## config.mk

```make
export PLATFORM = sky130hd
export DESIGN_NAME = xml_char_tokenizer_top
export DESIGN_NICKNAME = d
export VERILOG_FILES = /design/src/hdl/xct_pkg.sv /design/src/hdl/xml_char_tokenizer_top.sv
export SDC_FILE = /design/constraint.sdc
export NUM_CORES = 1
export LEC_CHECK = 0
export BUFFER_PORTS_ARGS = -buffer_cell sky130_fd_sc_hd__buf_2
export CORE_ASPECT_RATIO = 1.75
export CORE_MARGIN = 4
export CORE_UTILIZATION = 28
export DETAILED_ROUTE_END_ITERATION = 10
export PLACE_DENSITY = 0.53
export SLEW_MARGIN = 10
export SYNTH_ARGS = -nofsm -noshare
export SYNTH_HDL_FRONTEND = slang
export SYNTH_SLANG_ARGS = --single-unit
export TNS_END_PERCENT = 30
```

## constraint.sdc

```tcl
create_clock -name i_clk -period 6.8 [get_ports i_clk]
set_input_delay 0.34 -clock i_clk [delete_from_list [all_inputs] [get_ports i_clk]]
set_output_delay 0.34 -clock i_clk [all_outputs]
set_load 0.01 [all_outputs]
```

## src/hdl/xct_pkg.sv

```systemverilog
// ----------------------------------------------------------------------------
// xct_pkg - shared types and constants for the XML character tokenizer
// Holds the transaction payload structs, the lexer state and the per-byte
// tagging function.
// ----------------------------------------------------------------------------
`default_nettype none

package xct_pkg;

    // Character codes the lexer looks at.
    localparam logic [7:0] CH_LT    = 8'h3C;  // '<'
    localparam logic [7:0] CH_SLASH = 8'h2F;  // '/'
    localparam logic [7:0] CH_GT    = 8'h3E;  // '>'
    localparam logic [7:0] CH_SPACE = 8'h20;  // ' '
    localparam logic [7:0] CH_EQ    = 8'h3D;  // '='
    localparam logic [7:0] CH_QUOTE = 8'h22;  // '"'
    localparam logic [7:0] CH_LF    = 8'h0A;  // newline
    localparam logic [7:0] CH_TAB   = 8'h09;  // tab
    localparam logic [7:0] CH_NONE  = 8'h00;  // lookahead past the last byte

    // Token type codes.
    localparam logic [3:0] TOK_OPEN_START  = 4'd0;
    localparam logic [3:0] TOK_CLOSE_START = 4'd1;
    localparam logic [3:0] TOK_TAG_END     = 4'd2;
    localparam logic [3:0] TOK_NAME        = 4'd3;
    localparam logic [3:0] TOK_CONTENT     = 4'd4;
    localparam logic [3:0] TOK_ATTR_NAME   = 4'd5;
    localparam logic [3:0] TOK_ATTR_TEXT   = 4'd6;
    localparam logic [3:0] TOK_EQUALS      = 4'd7;
    localparam logic [3:0] TOK_QUOTE       = 4'd8;

    localparam logic [1:0] LEN_MAX = 2'd3;

    // Depth of the result queue in front of the output port.
    localparam int QUEUE_DEPTH = 4;

    typedef enum logic [1:0] {
        MODE_OUTSIDE = 2'd0,
        MODE_TAG     = 2'd1,
        MODE_ATTR    = 2'd2,
        MODE_CONTENT = 2'd3
    } t_mode;

    typedef struct packed {
        logic [7:0] char_in;
        logic       stream_last;
    } t_in_item;

    typedef struct packed {
        logic [7:0] char_out;
        logic       kept;
        logic       token_end;
        logic [3:0] token_type;
        logic       run_end;
        logic       stream_end;
    } t_out_item;

    typedef struct packed {
        t_mode      mode;
        logic [1:0] len;
        logic [7:0] first;
    } t_lex_state;

    typedef struct packed {
        t_lex_state st;
        logic       kept;
        logic       emit;
        logic [3:0] ttype;
    } t_tag_res;

    // Tags one byte given its one-character lookahead and returns the
    // result flags together with the updated lexer state.
    function automatic t_tag_res tag_byte(t_lex_state s, logic [7:0] b, logic [7:0] la);
        t_tag_res r;
        logic     single;
        r       = '{st: s, kept: 1'b1, emit: 1'b0, ttype: TOK_OPEN_START};
        single  = 1'b0;
        if (b == CH_LF || b == CH_TAB) begin
            r.kept = 1'b0;
        end else begin
            if (r.st.len == 2'd0) begin
                r.st.first = b;
            end
            if (r.st.len != LEN_MAX) begin
                r.st.len = r.st.len + 2'd1;
            end
            single = (r.st.len == 2'd1);
            unique case (r.st.mode)
                MODE_OUTSIDE: begin
                    if (single && b == CH_LT) begin
                        // A lone '<' ahead of '/' waits so "</" ends next byte.
                        if (la != CH_SLASH) begin
                            r.emit    = 1'b1;
                            r.ttype   = TOK_OPEN_START;
                            r.st.mode = MODE_TAG;
                        end
                    end else if (r.st.len == 2'd2 && r.st.first == CH_LT && b == CH_SLASH) begin
                        r.emit    = 1'b1;
                        r.ttype   = TOK_CLOSE_START;
                        r.st.mode = MODE_TAG;
                    end else if (la == CH_LT) begin
                        r.emit  = 1'b1;
                        r.ttype = TOK_CONTENT;
                    end
                end
                MODE_TAG: begin
                    if (la == CH_GT || la == CH_SPACE) begin
                        r.emit  = 1'b1;
                        r.ttype = TOK_NAME;
                    end else if (single && b == CH_GT) begin
                        r.emit    = 1'b1;
                        r.ttype   = TOK_TAG_END;
                        r.st.mode = MODE_OUTSIDE;
                    end else if (single && b == CH_SPACE) begin
                        r.kept    = 1'b0;
                        r.st.len  = 2'd0;
                        r.st.mode = MODE_ATTR;
                    end
                end
                MODE_ATTR: begin
                    if (la == CH_EQ) begin
                        r.emit  = 1'b1;
                        r.ttype = TOK_ATTR_NAME;
                    end else if (single && b == CH_EQ) begin
                        r.emit  = 1'b1;
                        r.ttype = TOK_EQUALS;
                    end else if (single && b == CH_QUOTE) begin
                        r.emit    = 1'b1;
                        r.ttype   = TOK_QUOTE;
                        r.st.mode = MODE_CONTENT;
                    end
                end
                MODE_CONTENT: begin
                    if (la == CH_QUOTE) begin
                        r.emit  = 1'b1;
                        r.ttype = TOK_ATTR_TEXT;
                    end else if (single && b == CH_QUOTE) begin
                        r.emit    = 1'b1;
                        r.ttype   = TOK_QUOTE;
                        r.st.mode = MODE_TAG;
                    end
                end
            endcase
            if (r.emit) begin
                r.st.len = 2'd0;
            end
        end
        return r;
    endfunction

endpackage

`default_nettype wire

```

## src/hdl/xml_char_tokenizer_top.sv

```systemverilog
// ----------------------------------------------------------------------------
// xml_char_tokenizer_top - per-byte tagging for a four-mode XML lexer
// Tags each document byte as kept or dropped and marks token ends and types.
// ----------------------------------------------------------------------------
// The block takes one document byte per cycle and sustains that rate. Each
// byte is held until the next byte arrives, because that byte is its
// lookahead, so the result for a byte appears one input transaction later.
// A transaction without stream_last yields one result for the previously held
// byte (none for a document's first byte); a transaction with stream_last
// yields up to two, the held byte and then the final byte itself, seen with
// a lookahead of zero. run_end marks the last result of each input
// transaction and stream_end the result of the final byte. After the final
// byte the lexer returns to its reset state for the next document. All work
// for a transaction is done in the cycle it is accepted and the results are
// pushed into a four-entry queue; the output port shows the queue head. The
// input ready is high whenever the queue holds at most two results, so one
// transaction per cycle flows as long as the consumer takes one result per
// cycle; the extra result of a document's final byte is absorbed by the queue
// and drains during the next cycle that yields no result.
// ----------------------------------------------------------------------------
`default_nettype none

module xml_char_tokenizer_top (
    input  wire logic              i_clk,
    input  wire logic              i_rst_n,
    input  wire logic              i_in_valid,
    output logic                   o_in_ready,
    input  wire xct_pkg::t_in_item i_in_data,
    output logic                   o_out_valid,
    input  wire logic              i_out_ready,
    output xct_pkg::t_out_item     o_out_data
);

    localparam int CntW = $clog2(xct_pkg::QUEUE_DEPTH + 1);

    // Lexer state and the byte waiting for its lookahead.
    xct_pkg::t_lex_state r_state, n_state;
    logic [7:0]          r_held, n_held;
    logic                r_held_valid, n_held_valid;

    // Result queue: entry 0 is always the head, so the output reads a fixed place.
    xct_pkg::t_out_item  r_q [xct_pkg::QUEUE_DEPTH];
    xct_pkg::t_out_item  n_q [xct_pkg::QUEUE_DEPTH];
    logic [CntW-1:0]     r_count, n_count;

    logic                in_acc;
    logic                out_acc;
    xct_pkg::t_tag_res   res_held;
    xct_pkg::t_tag_res   res_last;
    xct_pkg::t_lex_state st_mid;
    xct_pkg::t_out_item  item_held;
    xct_pkg::t_out_item  item_last;
    xct_pkg::t_out_item  item0;
    logic                push0;
    logic                push1;
    logic [CntW-1:0]     base;

    // Room for two results guarantees any transaction can be taken.
    assign o_in_ready  = (r_count <= CntW'(xct_pkg::QUEUE_DEPTH - 2));
    assign o_out_valid = (r_count != '0);
    assign o_out_data  = r_q[0];

    assign in_acc  = i_in_valid && o_in_ready;
    assign out_acc = o_out_valid && i_out_ready;

    // The held byte is tagged with the incoming byte as lookahead; the final
    // byte of a document is then tagged against the state that leaves behind.
    always_comb begin
        res_held = xct_pkg::tag_byte(r_state, r_held, i_in_data.char_in);
        st_mid   = r_held_valid ? res_held.st : r_state;
        res_last = xct_pkg::tag_byte(st_mid, i_in_data.char_in, xct_pkg::CH_NONE);

        item_held = '{char_out:   r_held,
                      kept:       res_held.kept,
                      token_end:  res_held.emit,
                      token_type: res_held.emit ? res_held.ttype : xct_pkg::TOK_OPEN_START,
                      run_end:    !i_in_data.stream_last,
                      stream_end: 1'b0};
        item_last = '{char_out:   i_in_data.char_in,
                      kept:       res_last.kept,
                      token_end:  res_last.emit,
                      token_type: res_last.emit ? res_last.ttype : xct_pkg::TOK_OPEN_START,
                      run_end:    1'b1,
                      stream_end: 1'b1};

        // First pushed result is the held byte's when there is one.
        push0 = in_acc && (r_held_valid || i_in_data.stream_last);
        push1 = in_acc && r_held_valid && i_in_data.stream_last;
        item0 = r_held_valid ? item_held : item_last;
    end

    // Next lexer state.
    always_comb begin
        n_state      = r_state;
        n_held       = r_held;
        n_held_valid = r_held_valid;
        if (in_acc) begin
            if (i_in_data.stream_last) begin
                n_state      = '{mode: xct_pkg::MODE_OUTSIDE, len: 2'd0, first: 8'd0};
                n_held       = 8'd0;
                n_held_valid = 1'b0;
            end else begin
                n_state      = st_mid;
                n_held       = i_in_data.char_in;
                n_held_valid = 1'b1;
            end
        end
    end

    // Queue update: shift on pop, then write new results behind the survivors.
    always_comb begin
        base    = r_count - CntW'(out_acc);
        n_count = base + CntW'(push0) + CntW'(push1);
        for (int i = 0; i < xct_pkg::QUEUE_DEPTH; i++) begin
            if (out_acc && i < xct_pkg::QUEUE_DEPTH - 1) begin
                n_q[i] = r_q[i + 1];
            end else begin
                n_q[i] = r_q[i];
            end
            if (push0 && base == CntW'(i)) begin
                n_q[i] = item0;
            end
            if (push1 && (base + CntW'(1)) == CntW'(i)) begin
                n_q[i] = item_last;
            end
        end
    end

    always_ff @(posedge i_clk) begin
        if (!i_rst_n) begin
            r_state      <= '{mode: xct_pkg::MODE_OUTSIDE, len: 2'd0, first: 8'd0};
            r_held       <= 8'd0;
            r_held_valid <= 1'b0;
            r_count      <= '0;
        end else begin
            r_state      <= n_state;
            r_held       <= n_held;
            r_held_valid <= n_held_valid;
            r_count      <= n_count;
        end
    end

    always_ff @(posedge i_clk) begin
        r_q <= n_q;
    end

`ifndef SYNTHESIS
    a_count_bound: assert property (@(posedge i_clk) disable iff (!i_rst_n)
        r_count <= CntW'(xct_pkg::QUEUE_DEPTH))
        else $error("result queue overflow");

    a_last_clears: assert property (@(posedge i_clk) disable iff (!i_rst_n)
        in_acc && i_in_data.stream_last |=>
            !r_held_valid && r_state.mode == xct_pkg::MODE_OUTSIDE && r_state.len == 2'd0)
        else $error("lexer not cleared after final byte");

    a_hold_byte: assert property (@(posedge i_clk) disable iff (!i_rst_n)
        in_acc && !i_in_data.stream_last |=>
            r_held_valid && r_held == $past(i_in_data.char_in))
        else $error("byte not held for lookahead");

    a_stream_end_run_end: assert property (@(posedge i_clk) disable iff (!i_rst_n)
        o_out_valid && o_out_data.stream_end |-> o_out_data.run_end)
        else $error("final byte result not closing its transaction");

    a_type_needs_end: assert property (@(posedge i_clk) disable iff (!i_rst_n)
        o_out_valid && !o_out_data.token_end |->
            o_out_data.token_type == xct_pkg::TOK_OPEN_START)
        else $error("token type set without token end");
`endif

endmodule

`default_nettype wire
```

==> reports/metrics.yaml, run 1 <==
status:
  outcome: "completed"
sta:
  drv_slew: 0
  fmax_mhz: 249
  finClkSkew_ns: 0.00785
  fin_setup_tns_ns: 0
  finalCritPeriodShare_pct: 59.0
  fin_hold_ws_ns: 0.366
  layout_setup_ws_ns: 2.78
  period_minus_slack_ns: 4.02
  setup_viol: 0
  relSlewSlack_pct: 28.3
  tightestPinTransition_ns: 1.07
  rsz0062_at_grt: "no"
  hold_viol: 0
cts:
  cts_resized: 0
  clk_pin_slew_worst_paths_ns: 0.07
  cts_setup_buffers: 0
  cts_tree: "yes"
  cts.path.max_buffers: 2
  cts_sinks: 88
  root_buffer: "clkbuf_16"
  cts_max_level: 3
  clock_latency_ns: 0.35
  cts_inserted_buffers: 9
  cts_hold_buffers: 0
setup_path:
  crit_arrival_ns: 3.91
  startpoint_type: "flop"
  end_kind: "flop"
  required_ns: 6.70
  reg2reg_depth: 10
  crit_path_max_fanout: 15
  critical-path-max-stage-delay_ns: 0.68
  crit_chain: "or3_1 > nand2_1 > inv_1 > ha_1 > ha_1 > nor2_1 > ha_1 > and2_1 > nand3_1 > nand3_1"
  cpMostUsedCell: "ha_1"
  cp_slowest_cell: "nand3_1"
  path_class: "reg2reg"
die:
  io_pins: 31
  dieHeight_um: 189
  rows: 65
  die_x_um: 111
  start_util_pct: 28.7
  core_area_um2: 18200
  dieArea_um2: 21000
logic_synthesis:
  synth_edf_count: 56
  avgSynthCellArea_um2: 8.81
  synth_cells: 594
  synth_cell_types: 69
  yosys_warnings: 0
  ys_ff_latch: 88
  syn_nets: 612
  synthArstFlopShare_pct: 0
  synth_ff_type: "edfxtp_1"
  syn_area_um2: 5230
  synth-seq-area-share_pct: 44.4
routing:
  vias: 4545
  routed_wl_um: 16100
  routedWlPerCell_um: 19.6
  drt-vias-per-instance: 5.51
  ant_nets: 0
  drc: 0
  drtPass1Iterations: 4
  drtIter0Drc: 284
layout:
  layout_commonest_cell: "nor2_1"
  antennaDiodeCount: 0
  area_growth_pct: 9.59
  layout_common_cells: "nor2_1 (70), nand2_1 (59), edfxtp_1 (56)"
  finalNetCount: 604
  fin_area_um2: 5730
  drive_gt1_share_pct: 11.3
pwr:
  pwr-share-comb_pct: 36.0
  vdd_drop_max_mv: 0.123
  p_int_mw: 1.39
  p_sw_mw: 0.826
  swShare_pct: 37.3
  powerDensity_nw_per_um2: 386
  power.leakage_nw: 1.99
  p_seq_share_pct: 40.7
  p_clk_share_pct: 23.4
grt:
  grtUsageTotal_pct: 15.3
  grt_pass1_vias: 4466
  gr-total-overflow: 0
  antenna_found_initial: 0
  grt_max_degree: 25
  grt_pass1_wl_um: 25200
placed_design:
  io_buffers: 30
  place_ws_ns: 2.80
  dp_hpwl_um: 12400
  place_area_um2: 5430
  gp_congestion: 0.892
hold_path:
  hold_path.class: "in2reg"
  hold_path_depth: 3
flow_run:
  drv_cap: 0
[synthesized netlist by cell type (4+ instances only)]
cell type | n | share of area (%)
a21boi_0 | 9 | 1.3
nor3_1 | 13 | 1.2
nor4_1 | 4 | 0.48
clkbuf_1 | 30 | 2.2
o31ai_1 | 5 | 0.72
and2_1 | 8 | 0.96
and3_1 | 8 | 0.96
o21ai_0 | 34 | 3.3
ha_1 | 4 | 0.96
mux2i_1 | 4 | 0.77
a21oi_1 | 52 | 5.0
inv_1 | 11 | 0.79
a22o_1 | 7 | 1.2
or3_1 | 4 | 0.48
nor2b_1 | 12 | 1.4
nor4b_1 | 5 | 0.84
o22ai_1 | 39 | 4.7
a22oi_1 | 9 | 1.3
edfxtp_1 | 56 | 32
nand3b_1 | 9 | 1.3
nand2_1 | 59 | 4.2
nor2_1 | 70 | 5.0
dfxtp_1 | 32 | 12
a21o_1 | 5 | 0.72
buf_4 | 18 | 2.6
nand3_1 | 18 | 1.7
[power groups by stage]
stage          Clock, mW  Sequential (mW)  Combinational (mW)
5_1_grt            0.550            0.917               0.895
6_report           0.517            0.899               0.796
2_1_floorplan          0            0.868               0.638
4_1_cts            0.526            0.902               0.805
3_3_place_gp           0            0.910               0.792
3_5_place_dp           0            0.912               0.802
[layer usage]
| metal | up-vias | part of all wire, % | routed length [µm] | GRT usage, % |
|---|---|---|---|---|
| met5 | - | 0 | 0 | 0 |
| li1 | 2177 | - | - | - |
| met1 | 2168 | 35 | 5710 | 15.5 |
| met2 | 164 | 56 | 9050 | 29.7 |
| met4 | 0 | 4.4 | 707 | 7.59 |
| met3 | 36 | 4.2 | 672 | 2.67 |
[metrics by stage]
stage	power [mW]	cells	util (%)
after floorplan	1.51	594	-
after global placement	1.70	809	29.8
after detailed placement	1.71	809	29.8
after CTS	2.23	825	31.5
after global routing	2.36	825	31.5
final	2.21	825	31.5
[flip-flops by register name, summed over array words and instances, names as in the netlist]
| signal | count |
|---|---|
| r_held | 8 |
| r_count | 3 |
| r_q | 48 |
| r_state | 12 |
| o_out_data | 16 |
| r_held_valid | 1 |
[layout make-up]
cell class | instances | area (µm²)
Timing Repair Buffer | 35 | 188
Fill cell | 1956 | 12500
Multi-Input combinational cell | 440 | 2580
Tap cell | 234 | 293
Inverter | 12 | 45.0
Clock inverter | 7 | 77.6
Sequential cell | 88 | 2320
Clock buffer | 9 | 225
[logic make-up after synthesis]
kind of cell,Yosys count,share of synthesized area (%)
and+or+nand+nor,233,22.5
AOI/OAI and AO/OA,194,24.1
DFF,88,44.4
buffers and inverters,66,6.24
adders and majority gates,5,1.34
xor gates and xnor gates,4,0.670
muxes,4,0.765
[worst paths after layout]
path / start / to / slack [ns]
worst max-delay path: r_count[2] / r_q[45] / 2.78
worst min-delay path: i_in_data[6] / r_held[5] / 0.37
worst min register to register: r_q[0] / r_q[0] / 0.48
worst max register to register: r_count[2] / r_q[45] / 2.78
[critical path: cells and delay by family (launching register included)]
kind / cells / cell delay (ns)
and+or+nand+nor: 6 / 2.17
adders and majority gates: 3 / 0.86
DFF: 1 / 0.33
buffers and inverters: 1 / 0.20
(Power assumes the default switching activity.)
==> inputs of run 2 (changes only) <==
==> constraint.sdc (replaced) <==
create_clock -name i_clk -period 3.8 [get_ports i_clk]
set_input_delay 0.19 -clock i_clk [delete_from_list [all_inputs] [get_ports i_clk]]
set_output_delay 0.19 -clock i_clk [all_outputs]
set_load 0.01 [all_outputs]
==> run 2 against run 1 <==
Clock power grew 93%. Global-route usage is 0.41 points higher. Non-clock buffer count grew 32. Critical path depth shrank 1. Utilization up 1.5 points. Power is 86% higher. First-iteration DRC count increased by 13%.
==> reports/metrics.yaml, run 2 (same netlist as run 1, synthesis figures left out) <==
cts:
  cts_resized: 0  # unchanged
  root_buffer: "clkbuf_16"
  clk_pin_slew_worst_paths_ns: 0.07  # about the same
  clock_latency_ns: 0.35  # about the same
  cts_setup_buffers: 0  # unchanged
  cts_tree: "yes"
  cts_sinks: 88  # unchanged
  cts.path.max_buffers: 2  # unchanged
  cts_hold_buffers: 0  # unchanged
  cts_max_level: 3  # unchanged
  cts_inserted_buffers: 9  # unchanged
routing:
  routedWlPerCell_um: 19.6  # about the same
  drtPass1Iterations: 5  # +1
  routed_wl_um: 16800  # +3.8%
  drt-vias-per-instance: 5.42  # -1.6%
  vias: 4644  # +2.2%
  ant_nets: 0  # unchanged
  drc: 0  # unchanged
  drtIter0Drc: 321  # +13%
status:
  outcome: "completed"
pwr:
  pwr-share-comb_pct: 37.3  # +1.3 points
  swShare_pct: 36.2  # -1.1 points
  p_int_mw: 2.62  # +89%
  p_clk_share_pct: 24.3  # +0.9 points
  vdd_drop_max_mv: 0.286  # +130%
  p_total_mw: 4.11  # +86%
  p_seq_share_pct: 38.4  # -2.3 points
  powerDensity_nw_per_um2: 685  # +77%
  p_sw_mw: 1.49  # +80%
  power.leakage_nw: 2.15  # +8.3%
placed_design:
  io_buffers: 30  # unchanged
  place_ws_ns: 0.276  # -2.52 ns
  dp_hpwl_um: 12900  # +4.0%
  gp_congestion: 0.888  # -0.43%
layout:
  largest_register_ffs: 48  # unchanged
  layout_commonest_cell: "nor2_1"
  drive_gt1_share_pct: 16.1  # +4.7 points
  n_fill_cell: 1916  # -2.0%
  area_growth_pct: 14.9
  finalNetCount: 636  # +5.3%
  layout_common_cells: "nor2_1 (70), nand2_1 (59), edfxtp_1 (56)"
  antennaDiodeCount: 0  # unchanged
  regMostFlops: "r_q"
  final_core_util_pct: 33.0  # +1.5 points
sta:
  hold_viol: 0  # unchanged
  finalCritPeriodShare_pct: 91.6  # +33 points
  tightestPinTransition_ns: 0.880  # -0.188 ns
  drv_slew: 0  # unchanged
  relSlewSlack_pct: 41.4  # +13 points
  period_minus_slack_ns: 3.48  # -0.536 ns
  setup_viol: 0  # unchanged
  layout_setup_ws_ns: 0.321  # -2.46 ns
  finClkSkew_ns: 0.00568  # -0.00217 ns
  fmax_mhz: 287  # +15%
  rsz0062_at_grt: "no"
  fin_setup_tns_ns: 0  # unchanged
  fin_hold_ws_ns: 0.237  # -0.130 ns
setup_path:
  required_ns: 3.87  # -2.83 ns
  end_kind: "flop"
  crit_arrival_ns: 3.55  # -0.36 ns
  startpoint_type: "flop"
  crit_path_max_fanout: 11  # -4
  path_class: "reg2reg"
die:
  die_x_um: 111  # unchanged
  dieHeight_um: 189  # unchanged
  rows: 65  # unchanged
  core_area_um2: 18200  # unchanged
  io_pins: 31  # unchanged
  start_util_pct: 28.7  # unchanged
  dieArea_um2: 21000  # unchanged
grt:
  grtUsageTotal_pct: 15.7  # +0.41 points
  grt_pass1_vias: 4671  # +4.6%
  grt_max_degree: 25  # unchanged
  antenna_found_initial: 0  # unchanged
  gr-total-overflow: 0  # unchanged
  grt_pass1_wl_um: 25800  # +2.2%
hold_path:
  hold_path.class: "in2reg"
flow_run:
  drv_cap: 0  # unchanged
[run 2: cell count changes in the layout (fill, tap and decap cells not counted), sizes merged]
cell,change
buf,+32
bufinv,+1
inv,-1
[run 2: worst max-delay path, cell delays in order (launching register included)]
cell and delay [ns]:
dfxtp_1 0.58, nor4bb_2 0.49, nand4_1 0.28, o21bai_1 0.37, o21ai_0 0.25, o2111a_1 0.31, o2111ai_2 0.42, o211ai_2 0.22
nand2_1 0.18, o22ai_1 0.10
[run 2: power by group through the flow]
stage	registers, mW	logic [mW]	clock network, mW
after floorplan	1.55	1.14	0
after global placement	1.60	1.52	0
after detailed placement	1.60	1.54	0
after CTS	1.58	1.55	1.02
after global routing	1.60	1.73	1.06
final	1.58	1.54	0.998
[run 2: path summary, 6_finish.rpt]
path           startpoint            end  slack (ns)  depth (start not counted)
max reg2reg     r_held[5]  o_out_data[6]        0.32                          9
max             r_held[5]  o_out_data[6]        0.32                          9
min reg2reg        r_q[0]         r_q[0]        0.48                          1
min          i_in_data[8]      r_held[7]        0.24                          3
[run 2: area by class of cell]
class	instances	area, µm²	share of cell area (%)
flip-flops and latches	88	2320	38.7
inverters	12	45.0	0.750
multi-input cells	440	2590	43.2
well taps	234	293	4.87
clock inverters	7	101	1.69
clock buffers	9	225	3.75
repair buffers	67	428	7.12
[run 2: through the flow]
step                cells  instance area (µm²)
finish                857                 6010
detailed placement    841                 5670
floorplan             594                 5230
global placement      841                 5670
CTS                   857                 6000
global route          857                 6010
[run 2: per-layer routing]
layer / wire [µm] / up-vias / track usage [%] / share of wire [%]
li1: - / 2238 / - / -
met1: 6010 / 2214 / 15.0 / 36
met2: 9310 / 148 / 31.1 / 56
met3: 575 / 44 / 2.19 / 3.4
met4: 869 / 0 / 9.41 / 5.2
met5: 0 / - / 0 / 0
